**src/design/ubt_pkg.sv**
```systemverilog
`timescale 1ns / 1ps
`default_nettype none
// ----------------------------------------------------------------------------
// ubt_pkg: shared types, constants and microprogram
// Register indexes, reset values, control word layout and the trim scan
// program that the sequencer steps through.
// ----------------------------------------------------------------------------
package ubt_pkg;

  localparam int unsigned DEF_MAX_WIDTH  = 256;
  localparam int unsigned DEF_MAX_HEIGHT = 256;

  localparam int unsigned CFG_W       = 9;
  localparam int unsigned CFG_IDX_W   = 2;
  localparam int unsigned PIXEL_W     = 32;
  localparam int unsigned COORD_OUT_W = 8;

  localparam logic [CFG_IDX_W-1:0] REG_FRAME_WIDTH  = 2'd0;
  localparam logic [CFG_IDX_W-1:0] REG_FRAME_HEIGHT = 2'd1;
  localparam logic [CFG_IDX_W-1:0] REG_MIN_KEPT     = 2'd2;

  localparam logic [CFG_W-1:0] RST_FRAME_WIDTH  = 9'd256;
  localparam logic [CFG_W-1:0] RST_FRAME_HEIGHT = 9'd256;
  localparam logic [CFG_W-1:0] RST_MIN_KEPT     = 9'd8;

  localparam int unsigned STEP_W = 4;
  typedef logic [STEP_W-1:0] ubt_step_t;

  // Program addresses
  localparam ubt_step_t S_IDLE     = 4'd0;
  localparam ubt_step_t S_INIT     = 4'd1;
  localparam ubt_step_t S_TEST     = 4'd2;
  localparam ubt_step_t S_REF_RD   = 4'd3;
  localparam ubt_step_t S_REF_LAT  = 4'd4;
  localparam ubt_step_t S_ELEM_RD  = 4'd5;
  localparam ubt_step_t S_ELEM_CHK = 4'd6;
  localparam ubt_step_t S_PASS_END = 4'd7;
  localparam ubt_step_t S_PASS_ADV = 4'd8;
  localparam ubt_step_t S_SHRINK   = 4'd9;
  localparam ubt_step_t S_OUT_WAIT = 4'd10;
  localparam ubt_step_t S_FINISH   = 4'd11;

  typedef enum logic [2:0] {
    OP_NOP,
    OP_INIT,
    OP_RD_REF,
    OP_LATCH_REF,
    OP_RD_ELEM,
    OP_SHRINK,
    OP_ADV_PASS,
    OP_FINISH
  } ubt_op_e;

  typedef enum logic [2:0] {
    C_NEVER,
    C_ALWAYS,
    C_NO_START,
    C_BAND_EMPTY,
    C_IDX_PAST,
    C_MATCH,
    C_LAST_PASS,
    C_OUT_BUSY
  } ubt_cond_e;

  typedef struct packed {
    ubt_op_e   op;
    ubt_cond_e cond;
    ubt_step_t target;
  } ubt_uword_t;

  typedef struct packed {
    logic band_empty;
    logic idx_past;
    logic match;
    logic last_pass;
  } ubt_stat_t;

  typedef struct packed {
    logic [COORD_OUT_W-1:0] left_col;
    logic [COORD_OUT_W-1:0] top_row;
    logic [COORD_OUT_W-1:0] right_col;
    logic [COORD_OUT_W-1:0] bottom_row;
    logic                   fell_back;
  } ubt_res_t;

  // Trim scan program: jump to target when the condition holds, else step on.
  function automatic ubt_uword_t ubt_ucode(input ubt_step_t step);
    ubt_uword_t w;
    w = '{op: OP_NOP, cond: C_ALWAYS, target: S_IDLE};
    case (step)
      S_IDLE:     w = '{op: OP_NOP,       cond: C_NO_START,   target: S_IDLE};
      S_INIT:     w = '{op: OP_INIT,      cond: C_NEVER,      target: S_IDLE};
      S_TEST:     w = '{op: OP_NOP,       cond: C_BAND_EMPTY, target: S_PASS_END};
      S_REF_RD:   w = '{op: OP_RD_REF,    cond: C_NEVER,      target: S_IDLE};
      S_REF_LAT:  w = '{op: OP_LATCH_REF, cond: C_NEVER,      target: S_IDLE};
      S_ELEM_RD:  w = '{op: OP_RD_ELEM,   cond: C_IDX_PAST,   target: S_SHRINK};
      S_ELEM_CHK: w = '{op: OP_NOP,       cond: C_MATCH,      target: S_ELEM_RD};
      S_PASS_END: w = '{op: OP_NOP,       cond: C_LAST_PASS,  target: S_OUT_WAIT};
      S_PASS_ADV: w = '{op: OP_ADV_PASS,  cond: C_ALWAYS,     target: S_TEST};
      S_SHRINK:   w = '{op: OP_SHRINK,    cond: C_ALWAYS,     target: S_TEST};
      S_OUT_WAIT: w = '{op: OP_NOP,       cond: C_OUT_BUSY,   target: S_OUT_WAIT};
      S_FINISH:   w = '{op: OP_FINISH,    cond: C_ALWAYS,     target: S_IDLE};
      default:    w = '{op: OP_NOP,       cond: C_ALWAYS,     target: S_IDLE};
    endcase
    return w;
  endfunction

endpackage
`default_nettype wire

```
**src/design/ubt_useq.sv**
```systemverilog
`timescale 1ns / 1ps
`default_nettype none
// ----------------------------------------------------------------------------
// ubt_useq: microprogram sequencer
// Step counter over the program ROM with one conditional jump per step.
// ----------------------------------------------------------------------------
module ubt_useq (
  input  wire logic                clk_i,
  input  wire logic                rst_ni,
  input  wire logic                start_i,
  input  wire logic                out_busy_i,
  input  wire ubt_pkg::ubt_stat_t  stat_i,
  output ubt_pkg::ubt_uword_t      uword_o,
  output logic                     busy_o
);
  import ubt_pkg::*;

  ubt_step_t  step_q, step_d;
  ubt_uword_t uw;
  logic       take;

  assign uw = ubt_ucode(step_q);

  always_comb begin
    case (uw.cond)
      C_NEVER:      take = 1'b0;
      C_ALWAYS:     take = 1'b1;
      C_NO_START:   take = !start_i;
      C_BAND_EMPTY: take = stat_i.band_empty;
      C_IDX_PAST:   take = stat_i.idx_past;
      C_MATCH:      take = stat_i.match;
      C_LAST_PASS:  take = stat_i.last_pass;
      C_OUT_BUSY:   take = out_busy_i;
      default:      take = 1'b1;
    endcase
    step_d = take ? uw.target : step_q + 4'd1;
  end

  always_ff @(posedge clk_i or negedge rst_ni) begin
    if (!rst_ni) begin
      step_q <= S_IDLE;
    end else begin
      step_q <= step_d;
    end
  end

  assign uword_o = uw;
  assign busy_o  = (step_q != S_IDLE);

  // The counter never leaves the program.
  a_step_in_program: assert property (@(posedge clk_i) disable iff (!rst_ni)
    step_q <= S_FINISH)
    else $error("sequencer stepped outside the program");

endmodule
`default_nettype wire

```
**config.mk**
```make
export PLATFORM = sky130hd
export DESIGN_NAME = ubt_useq
export DESIGN_NICKNAME = d
export VERILOG_FILES = /design/src/design/ubt_pkg.sv /design/src/design/ubt_useq.sv
export SDC_FILE = /design/constraint.sdc
export NUM_CORES = 1
export LEC_CHECK = 0
export ABC_AREA = 0
export BUFFER_PORTS_ARGS = -buffer_cell sky130_fd_sc_hd__buf_4
export CORE_MARGIN = 5
export CORE_UTILIZATION = 40
export DETAILED_ROUTE_END_ITERATION = 7
export PLACE_DENSITY_LB_ADDON = 0.08
export SYNTH_ARGS = -nofsm -noshare
export SYNTH_HDL_FRONTEND = slang
export SYNTH_SLANG_ARGS = --single-unit
```
**constraint.sdc**
```tcl
create_clock -name clk_i -period 5.3 [get_ports clk_i]
set_clock_uncertainty 0.15 [all_clocks]
set_input_delay 0.265 -clock clk_i [delete_from_list [all_inputs] [get_ports clk_i]]
set_output_delay 0.265 -clock clk_i [all_outputs]
set_load 0.005 [all_outputs]
```
==> flow_summary.json <==
{
  "status": "complete, no violations",
  "design.core.area_um2": 1320,
  "vdd_drop_max_uv": 309,
  "firstDrtPassIters": 3,
  "start_kind": "register",
  "clkLatencyLatePin_ns": 0.23,
  "grt_overflow_total": 0,
  "hp-class": "primary input to async pin",
  "io_buffers": 18,
  "worst_hold_slack_ns": 0.216,
  "io_pins": 19,
  "ctsHoldBuffers": 1,
  "antenna_found_initial": 0,
  "syn-num-nets": 82,
  "cp_num_buf_inv": 1,
  "critPathMaxFanout": 8,
  "grtUsageTotal": 0.137,
  "synthesis.area_um2": 564,
  "cts_tree": "yes",
  "fin_crit_sh": 0.459,
  "finalCriticalPeriod_ns": 2.43,
  "arrival_ns": 2.39,
  "async_flop_share": 1.00,
  "cap_violations": 0,
  "crit_chain": "inv_1 > ha_1 > nand2b_1 > mux2i_1 > a2bb2oi_1 > a221oi_4 > mux2_1",
  "grt_pass1_wl_mm": 2.24,
  "postRouteWirelength_mm": 1.32,
  "critical-path-top-delay-family": "multiplexers",
  "synth.avg_cell_area_um2": 8.42,
  "cts.path.max_buffers": 2,
  "drt_iter0_drc": 2,
  "drv_slew": 0,
  "slew_headroom": 0.632,
  "final_antenna_net_count": 0,
  "place.gp.congestion": 0.752,
  "dp_hpwl_mm": 1.00,
  "vias": 515,
  "cts.clk_slew.worst_paths_ns": 0.04,
  "start_util": 0.428,
  "worstSetupEndpointType": "register",
  "worstMarginPinSlew_ns": 0.552,
  "ys_seq_area_frac": 0.177,
  "slowest_delay_ns": 0.46,
  "syn_to_final_growth_pct": 28.2,
  "rsz0062_at_grt": "no",
  "synth_most_common_cell": "nand2_1",
  "worstSetupPathType": "register to register",
  "fin_nets": 102,
  "die_w_um": 47.6,
  "grt_max_degree": 20,
  "synth.distinct_cells": 29,
  "postCtsSetupBuffers": 0,
  "synth_top_area_share": 0.177,
  "drive_above_1_share": 0.294,
  "synthCells": 67,
  "regMostFlops": "step_q",
  "post-route-drc-count": 0,
  "setup_tns_ns": 0,
  "setup_violations": 0,
  "yosys-top-cells-count": "8 x nand2_1, 7 x ha_1, 6 x o21ai_0",
  "cts_max_level": 1,
  "vias_per_cell": 5.15,
  "reg_top3": "step_q x4",
  "synth_edf_count": 0,
  "clock_sinks": 4,
  "diodes": 0,
  "cts-resized-gates": 0,
  "synth_top_area_cell": "dfrtp_1",
  "hold_viol_final": 0,
  "cp.required_ns": 5.26,
  "wl_per_cell_um": 13.2,
  "synth-seq-cells": 4,
  "cellPowerDensity_nw_per_um2": 648,
  "grt_pass1_vias": 514,
  "dieArea_um2": 2260,
  "ys.warnings.count": 0,
  "clock.fmax_mhz": 411,
  "synth.area.top_cells": "dfrtp_1 18%, ha_1 16%, mux2_1 8.0%, o21ai_0 5.3%, nand2_1 5.3%",
  "ys.flop_type": "dfrtp_1",
  "cts_buffers": 3,
  "ctsRootBufferMaster": "clkbuf_4",
  "largest_reg_flops": 4,
  "fp-row-count": 13,
  "slowest_stage": "dfrtp_1",
  "p_leak_uw": 0.000348,
  "die_y_um": 47.6
}
[path summary, 6_finish.rpt]
check,start,endpoint,slack [ns],cells after the start
worst min-delay path,rst_ni,step_q[2]$_DFF_PN0_,0.22,2
max in group asynchronous,rst_ni,step_q[1]$_DFF_PN0_,4.68,2
worst min register to register,step_q[0]$_DFF_PN0_,step_q[0]$_DFF_PN0_,0.66,2
worst max register to register,step_q[0]$_DFF_PN0_,step_q[1]$_DFF_PN0_,2.87,7
min in group clk_i,out_busy_i,step_q[2]$_DFF_PN0_,0.62,5
worst max-delay path,step_q[0]$_DFF_PN0_,step_q[1]$_DFF_PN0_,2.87,7
[where the power goes]
group / internal (uW) / total, uW / switching [uW]
clock: 25.3 / 37.7 / 12.4
sequential: 45.7 / 85.3 / 39.6
combinational: 182 / 346 / 163
total: 254 / 469 / 215
[per-stage QoR]
stage	total power (uW)	worst slack [ns]	cells	area (um^2)	util
4_1_cts	475	2.85	100	723	0.549
5_1_grt	519	2.70	100	723	0.549
2_1_floorplan	312	3.09	67	564	-
3_3_place_gp	436	2.86	96	691	0.524
3_5_place_dp	433	2.85	96	691	0.524
6_report	469	2.87	100	723	0.549
[metal layers]
metal | GRT usage | routed length (um) | vias up
li1 | - | - | 269
met1 | 0.189 | 618 | 236
met2 | 0.214 | 618 | 10
met3 | 0.0150 | 78 | 0
met4 | 0.0645 | 0 | 0
met5 | 0 | 0 | -
[worst reg2reg max path, cell delays in order, from the launching register on]
cell	delay [ns]
dfrtp_1	0.46
inv_1	0.17
ha_1	0.32
nand2b_1	0.18
mux2i_1	0.19
a2bb2oi_1	0.11
a221oi_4	0.37
mux2_1	0.36
[cells in the final DEF, fill, tap and decap left out]
cell | netlist | routed
nand2_1 | 8 | 8
nand2b_1 | 2 | 2
o22ai_2 | 1 | 1
a21oi_1 | 3 | 3
a221oi_4 | 1 | 1
mux2i_1 | 2 | 2
nor2b_1 | 3 | 3
mux2_1 | 4 | 4
or2_1 | 1 | 1
nor3b_1 | 2 | 2
dlygate4sd3_1 | 0 | 1
xnor2_1 | 1 | 1
dfrtp_1 | 4 | 4
a2bb2oi_1 | 1 | 1
o22ai_1 | 1 | 1
buf_4 | 1 | 18
clkbuf_4 | 0 | 3
a221oi_2 | 1 | 1
mux2_2 | 1 | 1
o21ai_0 | 6 | 6
inv_1 | 5 | 5
a31oi_1 | 1 | 1
nor2_1 | 4 | 4
ha_1 | 7 | 7
a22o_1 | 1 | 1
a21boi_0 | 1 | 1
or2_0 | 1 | 1
nand3_1 | 1 | 1
[final cells by class]
class                   count  area [um^2]
fillers                   139          594
multi-input cells          54          418
repair buffers             19          145
flip-flops and latches      4          100
clock buffers               3         22.5
inverters                   5         18.8
well taps                  15         18.8
[cells by family after synthesis]
logic type / count (synthesis) / synth area share
AO/OA/AOI/OAI: 17 / 0.242
flip-flops: 4 / 0.177
buffers and inverters: 9 / 0.0820
adder cells (fa/ha/maj): 7 / 0.155
multiplexers: 7 / 0.135
XOR/XNOR: 1 / 0.0155
AND/OR/NAND/NOR: 22 / 0.193
No activity file was read; power rests on OpenSTA's default activity.
