## src/design/ubt_pkg.sv

```systemverilog
`timescale 1ns / 1ps
`default_nettype none
// ----------------------------------------------------------------------------
// ubt_pkg: shared types, constants and microprogram
// Register indexes, reset values, control word layout and the trim scan
// program that the sequencer steps through.
// ----------------------------------------------------------------------------
package ubt_pkg;

  localparam int unsigned DEF_MAX_WIDTH  = 256;
  localparam int unsigned DEF_MAX_HEIGHT = 256;

  localparam int unsigned CFG_W       = 9;
  localparam int unsigned CFG_IDX_W   = 2;
  localparam int unsigned PIXEL_W     = 32;
  localparam int unsigned COORD_OUT_W = 8;

  localparam logic [CFG_IDX_W-1:0] REG_FRAME_WIDTH  = 2'd0;
  localparam logic [CFG_IDX_W-1:0] REG_FRAME_HEIGHT = 2'd1;
  localparam logic [CFG_IDX_W-1:0] REG_MIN_KEPT     = 2'd2;

  localparam logic [CFG_W-1:0] RST_FRAME_WIDTH  = 9'd256;
  localparam logic [CFG_W-1:0] RST_FRAME_HEIGHT = 9'd256;
  localparam logic [CFG_W-1:0] RST_MIN_KEPT     = 9'd8;

  localparam int unsigned STEP_W = 4;
  typedef logic [STEP_W-1:0] ubt_step_t;

  // Program addresses
  localparam ubt_step_t S_IDLE     = 4'd0;
  localparam ubt_step_t S_INIT     = 4'd1;
  localparam ubt_step_t S_TEST     = 4'd2;
  localparam ubt_step_t S_REF_RD   = 4'd3;
  localparam ubt_step_t S_REF_LAT  = 4'd4;
  localparam ubt_step_t S_ELEM_RD  = 4'd5;
  localparam ubt_step_t S_ELEM_CHK = 4'd6;
  localparam ubt_step_t S_PASS_END = 4'd7;
  localparam ubt_step_t S_PASS_ADV = 4'd8;
  localparam ubt_step_t S_SHRINK   = 4'd9;
  localparam ubt_step_t S_OUT_WAIT = 4'd10;
  localparam ubt_step_t S_FINISH   = 4'd11;

  typedef enum logic [2:0] {
    OP_NOP,
    OP_INIT,
    OP_RD_REF,
    OP_LATCH_REF,
    OP_RD_ELEM,
    OP_SHRINK,
    OP_ADV_PASS,
    OP_FINISH
  } ubt_op_e;

  typedef enum logic [2:0] {
    C_NEVER,
    C_ALWAYS,
    C_NO_START,
    C_BAND_EMPTY,
    C_IDX_PAST,
    C_MATCH,
    C_LAST_PASS,
    C_OUT_BUSY
  } ubt_cond_e;

  typedef struct packed {
    ubt_op_e   op;
    ubt_cond_e cond;
    ubt_step_t target;
  } ubt_uword_t;

  typedef struct packed {
    logic band_empty;
    logic idx_past;
    logic match;
    logic last_pass;
  } ubt_stat_t;

  typedef struct packed {
    logic [COORD_OUT_W-1:0] left_col;
    logic [COORD_OUT_W-1:0] top_row;
    logic [COORD_OUT_W-1:0] right_col;
    logic [COORD_OUT_W-1:0] bottom_row;
    logic                   fell_back;
  } ubt_res_t;

  // Trim scan program: jump to target when the condition holds, else step on.
  function automatic ubt_uword_t ubt_ucode(input ubt_step_t step);
    ubt_uword_t w;
    w = '{op: OP_NOP, cond: C_ALWAYS, target: S_IDLE};
    case (step)
      S_IDLE:     w = '{op: OP_NOP,       cond: C_NO_START,   target: S_IDLE};
      S_INIT:     w = '{op: OP_INIT,      cond: C_NEVER,      target: S_IDLE};
      S_TEST:     w = '{op: OP_NOP,       cond: C_BAND_EMPTY, target: S_PASS_END};
      S_REF_RD:   w = '{op: OP_RD_REF,    cond: C_NEVER,      target: S_IDLE};
      S_REF_LAT:  w = '{op: OP_LATCH_REF, cond: C_NEVER,      target: S_IDLE};
      S_ELEM_RD:  w = '{op: OP_RD_ELEM,   cond: C_IDX_PAST,   target: S_SHRINK};
      S_ELEM_CHK: w = '{op: OP_NOP,       cond: C_MATCH,      target: S_ELEM_RD};
      S_PASS_END: w = '{op: OP_NOP,       cond: C_LAST_PASS,  target: S_OUT_WAIT};
      S_PASS_ADV: w = '{op: OP_ADV_PASS,  cond: C_ALWAYS,     target: S_TEST};
      S_SHRINK:   w = '{op: OP_SHRINK,    cond: C_ALWAYS,     target: S_TEST};
      S_OUT_WAIT: w = '{op: OP_NOP,       cond: C_OUT_BUSY,   target: S_OUT_WAIT};
      S_FINISH:   w = '{op: OP_FINISH,    cond: C_ALWAYS,     target: S_IDLE};
      default:    w = '{op: OP_NOP,       cond: C_ALWAYS,     target: S_IDLE};
    endcase
    return w;
  endfunction

endpackage
`default_nettype wire

```

## src/design/ubt_dpath.sv

```systemverilog
`timescale 1ns / 1ps
`default_nettype none
// ----------------------------------------------------------------------------
// ubt_dpath: trim datapath
// Bounds, band index and reference pixel, steered by the control word.
// ----------------------------------------------------------------------------
module ubt_dpath #(
  parameter int unsigned MAX_WIDTH  = 256,
  parameter int unsigned MAX_HEIGHT = 256,
  localparam int unsigned XW = $clog2(MAX_WIDTH + 1),
  localparam int unsigned YW = $clog2(MAX_HEIGHT + 1),
  localparam int unsigned IW = (XW > YW) ? XW : YW,
  localparam int unsigned CW = $clog2(MAX_WIDTH),
  localparam int unsigned RW = $clog2(MAX_HEIGHT),
  localparam int unsigned AW = CW + RW
) (
  input  wire logic                        clk_i,
  input  wire logic                        rst_ni,
  input  wire ubt_pkg::ubt_uword_t         uword_i,
  input  wire logic [IW-1:0]               w_eff_i,
  input  wire logic [IW-1:0]               h_eff_i,
  input  wire logic [ubt_pkg::CFG_W-1:0]   min_kept_i,
  input  wire logic [ubt_pkg::PIXEL_W-1:0] rd_data_i,
  output logic                             rd_en_o,
  output logic      [AW-1:0]               rd_addr_o,
  output ubt_pkg::ubt_stat_t               stat_o,
  output ubt_pkg::ubt_res_t                res_o
);
  import ubt_pkg::*;

  localparam int unsigned KW = ((IW > CFG_W) ? IW : CFG_W) + 1;

  typedef enum logic [1:0] {PASS_TOP, PASS_BOTTOM, PASS_LEFT, PASS_RIGHT} pass_e;

  logic [IW-1:0]      lo_q, lo_d, tp_q, tp_d, rt_q, rt_d, bt_q, bt_d;
  logic [IW-1:0]      idx_q, idx_d;
  logic [PIXEL_W-1:0] ref_q, ref_d;
  pass_e              pass_q, pass_d;

  logic [IW-1:0] fix, first, stop, idx_sel;
  logic          row_mode, empty;
  logic [KW-1:0] kept_w, kept_h;
  logic          fb;

  // Band geometry of the current pass
  always_comb begin
    case (pass_q)
      PASS_TOP: begin
        fix = tp_q; first = lo_q; stop = rt_q; row_mode = 1'b1; empty = (tp_q >= bt_q);
      end
      PASS_BOTTOM: begin
        fix = bt_q; first = lo_q; stop = rt_q; row_mode = 1'b1; empty = (tp_q >= bt_q);
      end
      PASS_LEFT: begin
        fix = lo_q; first = tp_q; stop = bt_q; row_mode = 1'b0; empty = (lo_q >= rt_q);
      end
      default: begin
        fix = rt_q; first = tp_q; stop = bt_q; row_mode = 1'b0; empty = (lo_q >= rt_q);
      end
    endcase
  end

  assign idx_sel   = (uword_i.op == OP_RD_REF) ? first : idx_q;
  assign rd_en_o   = (uword_i.op == OP_RD_REF) || (uword_i.op == OP_RD_ELEM);
  assign rd_addr_o = row_mode ? {fix[RW-1:0], idx_sel[CW-1:0]}
                              : {idx_sel[RW-1:0], fix[CW-1:0]};

  always_comb begin
    lo_d   = lo_q;
    tp_d   = tp_q;
    rt_d   = rt_q;
    bt_d   = bt_q;
    idx_d  = idx_q;
    ref_d  = ref_q;
    pass_d = pass_q;
    case (uword_i.op)
      OP_INIT: begin
        lo_d   = '0;
        tp_d   = '0;
        rt_d   = w_eff_i - IW'(1);
        bt_d   = h_eff_i - IW'(1);
        pass_d = PASS_TOP;
      end
      OP_RD_REF:    idx_d = first + IW'(1);
      OP_LATCH_REF: ref_d = rd_data_i;
      OP_RD_ELEM:   idx_d = idx_q + IW'(1);
      OP_SHRINK: begin
        case (pass_q)
          PASS_TOP:    tp_d = tp_q + IW'(1);
          PASS_BOTTOM: bt_d = bt_q - IW'(1);
          PASS_LEFT:   lo_d = lo_q + IW'(1);
          default:     rt_d = rt_q - IW'(1);
        endcase
      end
      OP_ADV_PASS:  pass_d = pass_e'(pass_q + 2'd1);
      default: ;
    endcase
  end

  always_ff @(posedge clk_i or negedge rst_ni) begin
    if (!rst_ni) begin
      lo_q   <= '0;
      tp_q   <= '0;
      rt_q   <= '0;
      bt_q   <= '0;
      pass_q <= PASS_TOP;
    end else begin
      lo_q   <= lo_d;
      tp_q   <= tp_d;
      rt_q   <= rt_d;
      bt_q   <= bt_d;
      pass_q <= pass_d;
    end
  end

  always_ff @(posedge clk_i) begin
    idx_q <= idx_d;
    ref_q <= ref_d;
  end

  assign stat_o.band_empty = empty;
  assign stat_o.idx_past   = (idx_q > stop);
  assign stat_o.match      = (rd_data_i == ref_q);
  assign stat_o.last_pass  = (pass_q == PASS_RIGHT);

  // Kept size check; a zero minimum never trips it
  assign kept_w = KW'(rt_q) - KW'(lo_q) + KW'(1);
  assign kept_h = KW'(bt_q) - KW'(tp_q) + KW'(1);
  assign fb     = (kept_w < KW'(min_kept_i)) || (kept_h < KW'(min_kept_i));

  assign res_o.left_col   = fb ? '0 : COORD_OUT_W'(lo_q);
  assign res_o.top_row    = fb ? '0 : COORD_OUT_W'(tp_q);
  assign res_o.right_col  = fb ? COORD_OUT_W'(w_eff_i - IW'(1)) : COORD_OUT_W'(rt_q);
  assign res_o.bottom_row = fb ? COORD_OUT_W'(h_eff_i - IW'(1)) : COORD_OUT_W'(bt_q);
  assign res_o.fell_back  = fb;

endmodule
`default_nettype wire

```

## config.mk

```make
export PLATFORM = sky130hd
export DESIGN_NAME = ubt_dpath
export DESIGN_NICKNAME = d
export VERILOG_FILES = /design/src/design/ubt_pkg.sv /design/src/design/ubt_dpath.sv
export SDC_FILE = /design/constraint.sdc
export NUM_CORES = 1
export LEC_CHECK = 0
export BUFFER_PORTS_ARGS = -buffer_cell sky130_fd_sc_hd__buf_2
export CORE_MARGIN = 5
export CORE_UTILIZATION = 58
export CTS_CLUSTER_DIAMETER = 80
export DETAILED_ROUTE_END_ITERATION = 10
export PLACE_DENSITY_LB_ADDON = 0.25
export SYNTH_ARGS = -nofsm -noshare
export SYNTH_HDL_FRONTEND = slang
export SYNTH_SLANG_ARGS = --single-unit
```

## constraint.sdc

```tcl
create_clock -name clk_i -period 6.2 [get_ports clk_i]
set_input_delay 1.24 -clock clk_i [delete_from_list [all_inputs] [get_ports clk_i]]
set_output_delay 1.24 -clock clk_i [all_outputs]
set_load 0.02 [all_outputs]
```

==> results by group <==
Clock network
  – TritonCTS clock tree: built
  – Post-CTS sizing: 0
  – Post-CTS Setup Inserts: 0
  – Clk sinks: 79
  – Total CTS buffers: 9
  – CTS Buffer Depth: 2
  – H-tree levels: 3
  – Worst-path clk slew: 0.07 ns
  – Root Driver: clkbuf_16
  – Clk_lat worst skew: 0.35 ns
  – Hold-fix buffer count after cts: 0

Floorplan
  – Core area: ~12000 µm²
  – IO Pins: ~130
  – Area of the die: about 15000 µm²
  – Die width: approximately 120 µm
  – Die Height: approximately 120 µm
  – Initial Utilization: 59.3%
  – # rows: 40

Setup path
  – CP arrival: about 4.5 ns
  – Bufs and invs on worst path: 3
  – Worst R2R Start: pass_q[0]
  – Critical Setup Path Class: reg -> out
  – Crit path required time: around 5 ns
  – Worst Reg-to-Reg Cells: 9
  – Worst setup startpoint: lo_q[1]
  – Startpoint Class: register
  – R2R Setup Slk: about 3.0 ns
  – Slowest cell on crit path: dfrtp_1
  – Critical Path End: res_o[13]
  – Max stage delay on crit path: ~0.51 ns
  – Crit-path cells: ha_1 -> inv_1 -> ha_1 -> inv_1 -> fa_1 -> o31ai_1 -> nand2_1 -> nand2_1 -> xor2_1 -> ha_1 -> a22o_1 -> nor4_1 -> a21oi_1 -> o22a_4 -> mux2_4 -> buf_2
  – CP most frequent cell: ha_1
  – Worst r2r dst: idx_q[6]
  – CP Capture Type: output pin
  – CP Max Fanout: 33
  – Critical path depth: 16
  – Family with the most delay on the worst path: adder cells

Drt
  – Met3 wire length: around 1.3 mm
  – Routed length on met1: around 8.1 mm
  – First-pass DRT Iterations: 9
  – Top layer reached by signal wires: met4
  – Post-Route WL: ~20 mm
  – Total number of vias: 6440
  – DR WL/cell: between 15 and 20 µm
  – Starting DRT DRC Count: 475
  – Antenna Nets Post-Route: 0
  – Met2 WL post-DR: ~9.6 mm
  – Vias per cell: roughly 6.0
  – Drt drc: 0

STA
  – Period utilisation layout: 93.1%
  – Skew final: between 0.009 and 0.01 ns
  – Max-Slew Margin vs Limit: between 10% and 20%
  – Final Critical Period: 5.77 ns
  – RSZ-0062 raised after global routing: no
  – Max-slew violations: 0
  – Worst Slack Setup Final: roughly 0.43 ns
  – Final Hold Fails: 0
  – Worst Tran Pin Value: around 1.3 ns
  – F_max: between 150 and 200 MHz
  – Total negative setup slack: 0 ns
  – Setup violators final: 0

Power and ir drop
  – Clock network power share: between 10% and 20%
  – P_int: between 0.0015 and 0.002 W
  – Worst IR drop on VDD: around 0.28 mV
  – Sequential Power Share: 22.8%
  – Switching power: about 0.0014 W
  – Lkg Pwr: 3.72 nW
  – Pwr Total: roughly 0.0031 W
  – PD cells: between 300 and 400 nW/µm²
  – Switching portion of total power: a little under half
  – Combinational Power Share: between 50% and 60%

Place
  – Cell count after placement: about 1100
  – PortBufs: 117
  – DP Wirelength: 15.4 mm
  – Routability-driven placement congestion ratio: 0.991
  – Place WS: roughly 0.88 ns

Synth
  – Synthesized flop and latch total: 79
  – Top-count cell post-synth: ha_1
  – Main flop type after synthesis: edfxtp_1
  – Async SR Flop Fraction: about half
  – Seq/Total Area, Yosys: between 30% and 40%
  – EDFF count, synth: 41
  – Commonest cells post-synth: 82 x ha_1, 66 x inv_1, 59 x a21oi_1
  – Area leader, netlist: edfxtp_1
  – Post-synth top area share: approximately 17%
  – Syn Inst Count: about 800
  – Post-Syn Area: 7150 µm²
  – Synth area leaders: edfxtp_1 17%, ha_1 14%, dfrtp_1 13%, xor2_1 6.6%, mux2i_1 4.2%
  – Syn avg cell area: ~9.0 µm²
  – Synth unique cells: 54
  – Synthesized Nets: between 900 and 1000
  – YS warnings: 0

Global route
  – Vias in the first global route: roughly 6400
  – First-pass GRT wire length: about 31 mm
  – Antenna violations before repair: 0
  – Total grt overflow: 0
  – Largest net degree at the start of global routing: 39
  – GRT Total Usage: 27.0%

Layout
  – Finished Layout Cells: 1068
  – Filler instances: 961
  – Area growth from synthesis to layout: 14.5%
  – # diodes: 0
  – Layout Nets: ~1100
  – Share of cells above drive strength 1: between 10% and 20%

Flow run
  – Number of max-cap violations: 0

Run status
  – Status: complete, no violations

Worst hold path
  – Hold Path Class: reg -> reg
==> sequential cells by signal, summed over array words and instances, names as in the netlist <==
| name | cells |
|---|---|
| ref_q | 32 |
| bt_q | 9 |
| idx_q | 9 |
| lo_q | 9 |
| rt_q | 9 |
| tp_q | 9 |
| pass_q | 2 |
==> power by group through the flow <==
stage,Clock (W),Sequential (W),Combinational (W)
after floorplan,0,0.000666,0.00135
after global placement,0,0.000697,0.00171
after detailed placement,0,0.000700,0.00178
after CTS,0.000568,0.000690,0.00179
after global routing,0.000592,0.000698,0.00196
final,0.000565,0.000695,0.00179
==> worst register-to-register path, stage by stage, from the launching register on <==
cell     delay (ns)
dfrtp_1        0.39
inv_1          0.10
ha_1           0.46
nor2_4         0.57
buf_4          0.46
mux2i_1        0.36
nor3_1         0.08
o21a_1         0.20
nor2b_1        0.15
xor2_1         0.14
==> layer usage <==
metal  vias to the layer above  GRT usage (%)
met3                        55           4.29
met1                      3062           34.1
met2                       286           45.2
met5                         -              0
li1                       3037              -
met4                         0           12.6
==> final cells by class <==
| cell class | instances | area, µm² | area share, % |
|---|---|---|---|
| inverter | 66 | 248 | 3.03 |
| clock buffer | 9 | 225 | 2.75 |
| tap | 168 | 210 | 2.57 |
| timing repair buffer | 125 | 646 | 7.89 |
| multi-input combinational | 614 | 4580 | 56.0 |
| clock inverter | 7 | 91.3 | 1.12 |
| sequential | 79 | 2180 | 26.7 |
==> how the worst min path moves through the flow <==
| stage | start | to | slack (ns) | depth (start not counted) |
|---|---|---|---|---|
| floorplan | pass_q[1] | pass_q[1] | 0.56 | 2 |
| global placement | tp_q[2] | tp_q[2] | 0.58 | 2 |
| detailed placement | tp_q[2] | tp_q[2] | 0.59 | 2 |
| CTS | tp_q[2] | tp_q[2] | 0.59 | 2 |
| global route | pass_q[1] | pass_q[1] | 0.64 | 2 |
| finish | tp_q[2] | tp_q[2] | 0.60 | 2 |
==> cells in the final DEF (no fill, tap or decap), drive strengths merged, types with 8 or more instances in the layout <==
cell type	count
a21oi	59
a222oi	8
and2	16
buf	125
clkbuf	9
dfrtp	38
edfxtp	41
ha	82
inv	68
mux2	13
mux2i	30
nand2	44
nand2b	10
nand3	21
nand4	9
nor2	47
nor2b	11
nor3	17
nor4	14
o21a	10
o21ai	57
o22ai	8
xnor2	33
xor2	54
==> stage by stage <==
stage / instance area (µm²) / hold WS, ns / utilization [%]
global placement: 7870 / 0.580 / 65.2
global route: 8190 / 0.642 / 67.9
CTS: 8190 / 0.595 / 67.9
floorplan: 7150 / 0.557 / -
detailed placement: 7870 / 0.585 / 65.2
finish: 8190 / 0.605 / 67.9
==> cells by family after synthesis <==
kind of cell / Yosys count / share of synthesized area, %
simple gates: 207 / 14.4
compound gates: 191 / 16.6
buf+inv: 102 / 5.64
xor+xnor: 87 / 10.7
fa+ha+maj: 86 / 15.5
flops: 79 / 30.5
mux: 43 / 6.72
Power figures use the tool's default switching activity.
